--- config.mk ---
export PLATFORM = sky130hd
export DESIGN_NAME = rce_ctrl
export DESIGN_NICKNAME = d
export VERILOG_FILES = /design/src/sv/rce_pkg.sv /design/src/sv/rce_ctrl.sv
export SDC_FILE = /design/constraint.sdc
export NUM_CORES = 1
export LEC_CHECK = 0
export BUFFER_PORTS_ARGS = -buffer_cell sky130_fd_sc_hd__buf_2
export CAP_MARGIN = 20
export CORE_AREA = 3 3 40 42
export CTS_CLUSTER_DIAMETER = 30
export DETAILED_ROUTE_END_ITERATION = 12
export DIE_AREA = 0 0 43 45
export PLACE_DENSITY = 0.7
export SLEW_MARGIN = 20
export SYNTH_ARGS = -nofsm -noshare
export SYNTH_HDL_FRONTEND = slang
export SYNTH_SLANG_ARGS = --single-unit
--- constraint.sdc ---
create_clock -name clk -period 1.86 [get_ports clk]
set_input_delay 0.093 -clock clk [delete_from_list [all_inputs] [get_ports clk]]
set_output_delay 0.093 -clock clk [all_outputs]
set_load 0.01 [all_outputs]
--- src/sv/rce_pkg.sv ---
// Shared types and constants for the rotor cipher engine.
// Holds operation codes, register indexes, field widths and the
// command and status structs between controller and datapath.
package rce_pkg;

  // Field widths of the stream beats and the configuration port.
  localparam int unsigned SYM_W        = 7;
  localparam int unsigned CHAR_W       = 8;
  localparam int unsigned OP_W         = 2;
  localparam int unsigned SEL_W        = 3;
  localparam int unsigned ROTORS_W     = 4;
  localparam int unsigned CFG_W        = 7;
  localparam int unsigned IDX_W        = 1;
  localparam int unsigned IN_TDATA_W   = 32;
  localparam int unsigned IN_TUSER_W   = 3;
  localparam int unsigned OUT_TDATA_W  = 8;
  localparam int unsigned OUT_TUSER_W  = 1;

  // Alphabet starts at the space character.
  localparam int unsigned FIRST_CODE   = 32;
  localparam int unsigned ALPHA_MAX    = 95;

  // Register reset values.
  localparam logic [ROTORS_W-1:0] ROTORS_RESET = 4'd3;
  localparam logic [CFG_W-1:0]    ALPHA_RESET  = 7'd95;

  // Operation codes carried in tuser.
  localparam logic [OP_W-1:0] OP_LOAD    = 2'd0;
  localparam logic [OP_W-1:0] OP_ENCRYPT = 2'd1;
  localparam logic [OP_W-1:0] OP_DECRYPT = 2'd2;

  // Configuration register indexes.
  localparam logic [IDX_W-1:0] REG_ROTORS_IN_USE = 1'b0;
  localparam logic [IDX_W-1:0] REG_ALPHABET_LEN  = 1'b1;

  // Commands from the controller to the datapath.
  typedef struct packed {
    logic capture;    // latch the accepted input beat
    logic red_init;   // start an offset reduction pass at rotor 0
    logic red_start;  // start the remainder unit on the current offset
    logic red_write;  // write the reduced offset back and move on
    logic decode;     // handle the latched item, issue the first rotor read
    logic mod_entry;  // reduce a stale table entry in the remainder unit
    logic advance;    // take the rotor result, issue the next read or finish
    logic use_mod;    // take the symbol from the remainder unit
    logic out_load;   // move the finished result into the output register
  } rce_cmd_t;

  // Status from the datapath to the controller.
  typedef struct packed {
    logic len_written;  // alphabet length register written this cycle
    logic cipher_go;    // latched item is a good character to cipher
    logic stale;        // table entry read lies beyond the current alphabet
    logic last;         // current rotor is the last of the walk
    logic mod_busy;     // remainder unit working
    logic red_last;     // reduction pass at its last rotor
    logic out_free;     // output register can take a result
  } rce_status_t;

endpackage

--- src/sv/rce_ctrl.sv ---
// Controller state machine of the rotor cipher engine.
// Sequences decode, the rotor walk, stale entry reduction and offset
// reduction passes; depends on rce_pkg for the command and status structs.
module rce_ctrl (
  input  logic              clk,
  input  logic              rst,
  input  logic              s_axis_tvalid,
  output logic              s_axis_tready,
  input  rce_pkg::rce_status_t st,
  output rce_pkg::rce_cmd_t    cmd
);

  typedef enum logic [6:0] {
    IDLE      = 7'b0000001,
    RED_START = 7'b0000010,
    RED_WAIT  = 7'b0000100,
    DECODE    = 7'b0001000,
    WALK      = 7'b0010000,
    MOD_WAIT  = 7'b0100000,
    DONE      = 7'b1000000
  } state_t;

  state_t state, state_next;
  logic   dirty, dirty_next;

  // Offsets need a reduction pass after every alphabet length write.
  always_comb begin
    if (st.len_written) begin
      dirty_next = 1'b1;
    end else if (state == IDLE && dirty) begin
      dirty_next = 1'b0;
    end else begin
      dirty_next = dirty;
    end
  end

  assign s_axis_tready = (state == IDLE) && !dirty;

  // Next state and commands.
  always_comb begin
    state_next = state;
    cmd        = '0;
    case (state)
      IDLE: begin
        if (dirty) begin
          cmd.red_init = 1'b1;
          state_next   = RED_START;
        end else if (s_axis_tvalid) begin
          cmd.capture = 1'b1;
          state_next  = DECODE;
        end
      end
      RED_START: begin
        cmd.red_start = 1'b1;
        state_next    = RED_WAIT;
      end
      RED_WAIT: begin
        if (!st.mod_busy) begin
          cmd.red_write = 1'b1;
          state_next    = st.red_last ? IDLE : RED_START;
        end
      end
      DECODE: begin
        cmd.decode = 1'b1;
        state_next = st.cipher_go ? WALK : DONE;
      end
      WALK: begin
        if (st.stale) begin
          cmd.mod_entry = 1'b1;
          state_next    = MOD_WAIT;
        end else begin
          cmd.advance = 1'b1;
          if (st.last) begin
            state_next = DONE;
          end
        end
      end
      MOD_WAIT: begin
        if (!st.mod_busy) begin
          cmd.advance = 1'b1;
          cmd.use_mod = 1'b1;
          state_next  = st.last ? DONE : WALK;
        end
      end
      DONE: begin
        if (st.out_free) begin
          cmd.out_load = 1'b1;
          state_next   = IDLE;
        end
      end
      default: begin
        state_next = IDLE;
      end
    endcase
  end

  // State registers.
  always_ff @(posedge clk) begin
    if (rst) begin
      state <= IDLE;
      dirty <= 1'b0;
    end else begin
      state <= state_next;
      dirty <= dirty_next;
    end
  end

endmodule

==> implementation parameters, run 1 <==
Parameter                              Value

Timing
  Setup repair after global routing missed its margin ... true
  Clock period minus worst slack ... 1.95 ns
  Hold Worst Slack ... 0.0635 ns
  Final setup skew ... between 0.0006 and 0.0007 ns
  Transition at the pin with the smallest max-transition slack ... between 0.3 and 0.4 ns
  Number of endpoints with negative hold slack in the final report ... 0
  Relative slew slack ... 0.737
  Final number of max-transition violations ... 0
  Fraction of the cycle the final worst path needs ... 1.05
  Worst Setup Slack, final ... -0.0918 ns
  Maximum clock frequency ... 0.512 GHz
  Finish-stage setup viols ... 7

Worst setup path
  Category of the worst setup path capture point ... output pin
  Required time worst endpoint ... about 1.8 ns
  Slack of the worst reg-to-reg path ... -0.04 ns
  Sort of element at the start of the critical path ... flip-flop
  Worst-path maximum fanout ... 3
  Data arrival time of the worst path ... 1.86 ns
  Critical setup path kind ... reg2out

Place
  Port Buffers ... 19
  Routability cong. ... a little over 0.8
  HPWL reported at the end of detailed placement ... 1090 um

Run
  Max-cap violation count ... 0

Synth
  Cell variety after synth ... 33
  Post-Syn Area ... 531 um^2
  Proportion of synthesized area in mux cells ... 0
  Number of register bits inferred by synthesis ... 8
  Combinational family with the most area after synthesis ... simple AND/OR/NAND/NOR gates
  Avg Synthesized Cell Area ... 7.69 um^2
  Sequential-to-total area share from yosys stat ... 0.302
  Share of synthesized registers carrying an async set or reset ... 0
  Adder-cell share of the synthesized area ... 0
  Primary flip-flop cell chosen by synthesis mapping ... sky130_fd_sc_hd__dfxtp_1
  Total number of yosys warnings ... 0
  Fraction of synthesized cell area in xor and xnor cells ... 0.0165
  Synthesized-area fraction occupied by and/or/nand/nor cells ... 0.443
  Area fraction in compound gates after synthesis ... 0.172
  Number of enable flip-flop cells after synthesis ... 0
  Post-Synthesis Cells ... 69
  Net count of the mapped netlist ... 79

Global route
  Maximum number of pins on one net before global-route repair ... 9
  Met3 routing resource usage after global routing ... 0.0359
  Routing layer with the top usage in global route ... met2
  Wire length of the first global-routing pass ... 2260 um
  Total global routing overflow ... 0
  Overall global routing resource usage ... 0.158
  Vias in the first global route ... roughly 540
  Initial antenna violation count ... 0
  Routing usage on met1 ... 0.198
  Routing usage on met2 ... 0.251

Final layout
  Layout cells sized above 1 ... 0.535
  Layout area overhead ... 52.8%
  Diodes inserted ... 0
  Net count reported at finish ... 111

Clock network
  TritonCTS clock tree ... built
  Number of buffers inserted during clock tree synthesis ... 3
  Worst-path clk slew ... 0.05 ns
  Clk Latency, worst-skew pair ... roughly 0.25 ns
  CTS H-Tree Depth ... 1
  CTS Root Cell ... sky130_fd_sc_hd__clkbuf_4
  Maximum count of clock buffers along a single path ... 2
  CTS Hold Bufs ... 0
  Num Clock Sinks ... 8

Detailed routing
  Routed via count ... 610
  DRC viols ... 0
  Iter 0 DRT Violations ... 7
  Count of nets left with antenna violations after detail routing ... 0
  Avg Vias per Cell ... 5.35
  Detailed Route WL ... 1460 um
  Number of detailed-routing iterations run before antenna repair ... 4
  Wire length per cell after detailed routing ... between 10 and 15 um

Power
  P per Cell Area ... around 960 nW/um^2
  Maximum resistive drop on vdd ... between 0.0007 and 0.0008 V
  Power, Total ... roughly 0.77 mW
  Static leakage ... 0.381 nW

Floorplanning
  Row cnt ... 13
  Die area ... 1940 um^2
  Initial standard-cell utilization of the core ... 0.413
  Area of the core ... approximately 1300 um^2
  Die height ... 45 um
  Floorplan die width ... 43 um
  Top Ports ... 20

Outcome
  Status ... finished with violations
  Violations in the final reports ... setup timing

Hold path
  Class of the tightest hold or removal check ... in2reg
-- registers in the layout, summed over array words and instances (netlist names) --
name	flops
state	7
dirty	1
-- final timing paths --
check                        start                     to  depth (start not counted)
max          state[3]$_SDFFE_PP0P_                 cmd[8]                          5
min reg2reg     dirty$_SDFFE_PP0P_     dirty$_SDFFE_PP0P_                          2
min                          st[6]     dirty$_SDFFE_PP0P_                          3
max reg2reg  state[3]$_SDFFE_PP0P_  state[0]$_SDFFE_PP1P_                          6
-- cell usage after synthesis, types with 3 or more instances --
master / number / share of area
sky130_fd_sc_hd__nand2_1: 4 / 0.028
sky130_fd_sc_hd__nor2_1: 7 / 0.050
sky130_fd_sc_hd__dfxtp_1: 8 / 0.30
sky130_fd_sc_hd__inv_1: 6 / 0.042
sky130_fd_sc_hd__o21ai_0: 3 / 0.028
sky130_fd_sc_hd__nor3_1: 3 / 0.028
sky130_fd_sc_hd__a21oi_1: 5 / 0.047
-- layout by cell type, fill, tap and decap left out, types with 2 or more instances in the layout --
| master | instances |
|---|---|
| sky130_fd_sc_hd__a21oi_1 | 4 |
| sky130_fd_sc_hd__buf_2 | 17 |
| sky130_fd_sc_hd__buf_4 | 9 |
| sky130_fd_sc_hd__buf_6 | 3 |
| sky130_fd_sc_hd__clkbuf_4 | 3 |
| sky130_fd_sc_hd__dfxtp_1 | 6 |
| sky130_fd_sc_hd__dfxtp_2 | 2 |
| sky130_fd_sc_hd__inv_1 | 5 |
| sky130_fd_sc_hd__nand2_1 | 4 |
| sky130_fd_sc_hd__nand3_1 | 2 |
| sky130_fd_sc_hd__nor2_1 | 5 |
| sky130_fd_sc_hd__nor2_4 | 3 |
| sky130_fd_sc_hd__nor2b_1 | 2 |
| sky130_fd_sc_hd__nor3_2 | 2 |
| sky130_fd_sc_hd__nor3b_1 | 2 |
| sky130_fd_sc_hd__o21ai_0 | 2 |
| sky130_fd_sc_hd__o21ai_1 | 2 |
| sky130_fd_sc_hd__or4_4 | 2 |
-- worst max-delay path, cell delays in order, from the launching register on --
cell	delay, ns
sky130_fd_sc_hd__dfxtp_2	0.32
sky130_fd_sc_hd__or4_4	0.54
sky130_fd_sc_hd__or4_4	0.45
sky130_fd_sc_hd__inv_2	0.08
sky130_fd_sc_hd__and2_4	0.14
sky130_fd_sc_hd__buf_6	0.09
-- per-stage QoR --
stage	setup TNS [ns]	util	std cells	setup slack (ns)	area [um^2]
after floorplan	0	-	69	0.0489	531
after global placement	0	0.533	108	0.0582	684
after detailed placement	-0.00408	0.533	108	-0.00408	684
after CTS	-0.169	0.563	112	-0.0762	723
after global routing	-0.833	0.631	114	-0.164	811
final	-0.285	0.631	114	-0.0918	811
-- layout make-up --
class / instances / area, um^2
fill: 114 / 474
multi-input combinational: 53 / 398
timing repair buffer: 29 / 186
sequential: 8 / 163
clock buffer: 3 / 22.5
inverter: 6 / 22.5
tap: 15 / 18.8
-- layer usage --
layer | vias to the layer above | part of all wire
met4 | 0 | 0.016
met2 | 12 | 0.49
met3 | 4 | 0.042
met1 | 280 | 0.45
li1 | 314 | -
met5 | - | 0
-- report_power, final --
group	switching [mW]	internal (mW)
Combinational	0.190	0.230
Clock	0.0537	0.0735
Sequential	0.0316	0.196
-- logic make-up after synthesis --
kind of cell	after synthesis
buffers and inverters	8
AND/OR/NAND/NOR	37
flip-flops	8
XOR/XNOR	1
AO/OA/AOI/OAI	15
-- what timing repair did --
item	CTS	global route
setup endpoints to repair	4	10
buffers inserted	1	2
pin swaps	3	6
gates resized for setup	3	18
cloned	0	0
Note: power is estimated with default switching activity, not from simulation.
==> run 2: changes to the inputs <==
CORE_AREA = default   (was 3 3 40 42)
CORE_MARGIN = 3   (was default)
CORE_UTILIZATION = 35   (was default)
DIE_AREA = default   (was 0 0 43 45)
PLACE_DENSITY = default   (was 0.7)
==> run 2 against run 1 <==
Compared with the run above:
- cell area is 5.7% lower
- combinational power is 12% lower
- maximum frequency is 0.39% higher
- the run still ends with setup timing left
- sequential share of layout area is 1.1 points higher
- total power is 6.7% lower
- clock skew is 0.00076 ns higher
- utilization is 7.1 points lower
- final cell count stayed put
- register-to-register slack worse by 0.03 ns
- worst setup slack better by 0.0076 ns
- first-iteration DRC count is 57% higher
- die area is 4.3% higher
==> implementation parameters, run 2 (synthesis gave the netlist of run 1 again) <==
Parameter                              Value

Detailed routing
  Avg Vias per Cell ... 5.27 (-1.5%)
  DRC viols ... 0 (unchanged)
  Wire length per cell after detailed routing ... 12.6 um (-1.6%)
  Number of detailed-routing iterations run before antenna repair ... 4 (unchanged)
  Routed via count ... 601 (-1.5%)
  Count of nets left with antenna violations after detail routing ... 0 (unchanged)
  Iter 0 DRT Violations ... 11 (+4)
  Detailed Route WL ... 1440 um (-1.6%)

Power
  Static leakage ... 0.374 nW (-2.1%)
  Proportion of total power due to net switching ... 0.355 (-0.000729)
  Relative contribution of the clock network to total power ... 0.181 (+0.017)
  Internal power of the cells ... 0.466 mW (-6.6%)
  P per Cell Area ... 945 nW/um^2 (-1.1%)
  Switching power ... 0.256 mW (-6.9%)
  Maximum resistive drop on vdd ... 0.000629 V (-19%)
  Power, Total ... 0.723 mW (-6.7%)
  Combinational share of power ... 0.513 (-0.029)
  Portion of total power attributed to sequential cells ... 0.306 (+0.013)

Clock network
  Num Clock Sinks ... 8 (unchanged)
  Maximum count of clock buffers along a single path ... 2 (unchanged)
  CTS Hold Bufs ... 0 (unchanged)
  TritonCTS clock tree ... built
  CTS Root Cell ... sky130_fd_sc_hd__clkbuf_4
  Clk Latency, worst-skew pair ... 0.25 ns (about the same)
  Number of buffers inserted during clock tree synthesis ... 3 (unchanged)
  CTS H-Tree Depth ... 1 (unchanged)
  Worst-path clk slew ... 0.05 ns (about the same)

Worst setup path
  Worst-path maximum fanout ... 3 (unchanged)
  Sort of element at the start of the critical path ... flip-flop
  Critical setup path kind ... reg2out
  Category of the worst setup path capture point ... output pin
  Required time worst endpoint ... 1.77 ns (about the same)
  Data arrival time of the worst path ... 1.85 ns (about the same)

Global route
  Total global routing overflow ... 0 (unchanged)
  Maximum number of pins on one net before global-route repair ... 9 (unchanged)
  Wire length of the first global-routing pass ... 2220 um (-1.6%)
  Vias in the first global route ... 512 (-4.3%)
  Overall global routing resource usage ... 0.151 (-0.00707)
  Initial antenna violation count ... 0 (unchanged)

Final layout
  Largest registers in the final layout ... state x7, dirty x1
  Layout Cells excl Fill ... 114 (unchanged)
  Top register by number of flip-flops ... state
  Layout area overhead ... 44.1%
  Commonest cells after routing, fill and taps aside ... sky130_fd_sc_hd__buf_2 (18), sky130_fd_sc_hd__buf_4 (10), sky130_fd_sc_hd__dfxtp_1 (7)
  Layout Utilization ... 0.560 (-0.0714)
  Layout cells sized above 1 ... 0.465 (-0.0707)
  Most frequent standard cell in the layout excluding fill and tap cells ... sky130_fd_sc_hd__buf_2
  Diodes inserted ... 0 (unchanged)
  Max FFs per register ... 7 (unchanged)
  FILL cells ... 140 (+23%)
  Net count reported at finish ... 111 (unchanged)

Floorplanning
  Row cnt ... 13 (unchanged)
  Top Ports ... 20 (unchanged)
  Die height ... 44.9 um (-0.16%)
  Initial standard-cell utilization of the core ... 0.388 (-0.0246)
  Floorplan die width ... 44.9 um (+4.5%)
  Area of the core ... 1370 um^2 (+6.3%)
  Die area ... 2020 um^2 (+4.3%)

Place
  Routability cong. ... 0.774 (-6.5%)
  Number of placed instances, taps included ... 108 (unchanged)
  HPWL reported at the end of detailed placement ... 1120 um (+2.9%)
  Post-Place Worst Slack ... -0.0112 ns (-0.00709 ns)
  Port Buffers ... 19 (unchanged)

Timing
  Final number of max-transition violations ... 0 (unchanged)
  Maximum clock frequency ... 0.514 GHz (+0.39%)
  Relative slew slack ... 0.732 (-0.00504)
  Clock period minus worst slack ... 1.94 ns (-0.00762 ns)
  Fraction of the cycle the final worst path needs ... 1.05 (-0.00410)
  Number of endpoints with negative hold slack in the final report ... 0 (unchanged)
  Setup repair after global routing missed its margin ... true
  Transition at the pin with the smallest max-transition slack ... 0.399 ns (+0.00503 ns)
  Final setup skew ... 0.00140 ns (+0.000759 ns)
  Worst Setup Slack, final ... -0.0842 ns (+0.00762 ns)
  Finish-stage setup viols ... 8 (+1)
  Setup Total Neg Slack ... -0.323 ns (-0.0378 ns)

Outcome
  Violations in the final reports ... setup timing
  Status ... finished with violations

Hold path
  Class of the tightest hold or removal check ... in2reg

Run
  Max-cap violation count ... 0 (unchanged)
run 2: cell counts in the layout (fill, tap and decap cells not counted):
No cell type changed its count.
run 2: timing repair:
action	in CTS	in global routing
endpoints found under the setup margin	4	11
setup buffers	1	2
resized for setup	5	5
pin swaps	5	1
endpoints found under the hold margin	0	0
run 2: path summary, 6_finish.rpt:
| kind | from | endpoint | slack [ns] | cells after the start |
|---|---|---|---|---|
| min | st[6] | dirty$_SDFFE_PP0P_ | 0.06 | 3 |
| min reg2reg | dirty$_SDFFE_PP0P_ | dirty$_SDFFE_PP0P_ | 0.53 | 2 |
| max reg2reg | state[2]$_SDFFE_PP0P_ | state[0]$_SDFFE_PP1P_ | -0.07 | 6 |
| max | state[2]$_SDFFE_PP0P_ | cmd[8] | -0.08 | 5 |
run 2: per-stage QoR:
step	instance area, um^2	hold slack [ns]
floorplan	531	0.210
global placement	684	0.302
detailed placement	684	0.328
CTS	724	0.0640
global route	764	0.0647
finish	764	0.0619
run 2: cell type report:
class,instances,area [um^2],share of cell area
Multi-Input combinational cell,53,363,0.475
Timing Repair Buffer,29,176,0.231
Sequential cell,8,161,0.211
Clock buffer,3,22.5,0.0295
Inverter,6,22.5,0.0295
Tap cell,15,18.8,0.0245
run 2: per-layer routing:
metal / track usage / routed length (um) / vias up
met5: 0 / 0 / -
met2: 0.195 / 613 / 22
li1: - / - / 310
met1: 0.231 / 733 / 267
met4: 0.0877 / 14 / 0
met3: 0.0239 / 78 / 2
run 2: worst max-delay path, cell delays in order, from the launching register on:
cell,delay (ns)
sky130_fd_sc_hd__dfxtp_2,0.32
sky130_fd_sc_hd__or4_4,0.54
sky130_fd_sc_hd__or4_4,0.45
sky130_fd_sc_hd__inv_2,0.07
sky130_fd_sc_hd__and2_1,0.10
sky130_fd_sc_hd__buf_2,0.12
run 2: power groups by stage:
stage	combinational [mW]	clock [mW]	sequential (mW)
after floorplan	0.189	0	0.214
after global placement	0.278	0	0.220
after detailed placement	0.281	0	0.222
after CTS	0.314	0.136	0.219
after global routing	0.404	0.149	0.225
final	0.371	0.131	0.221
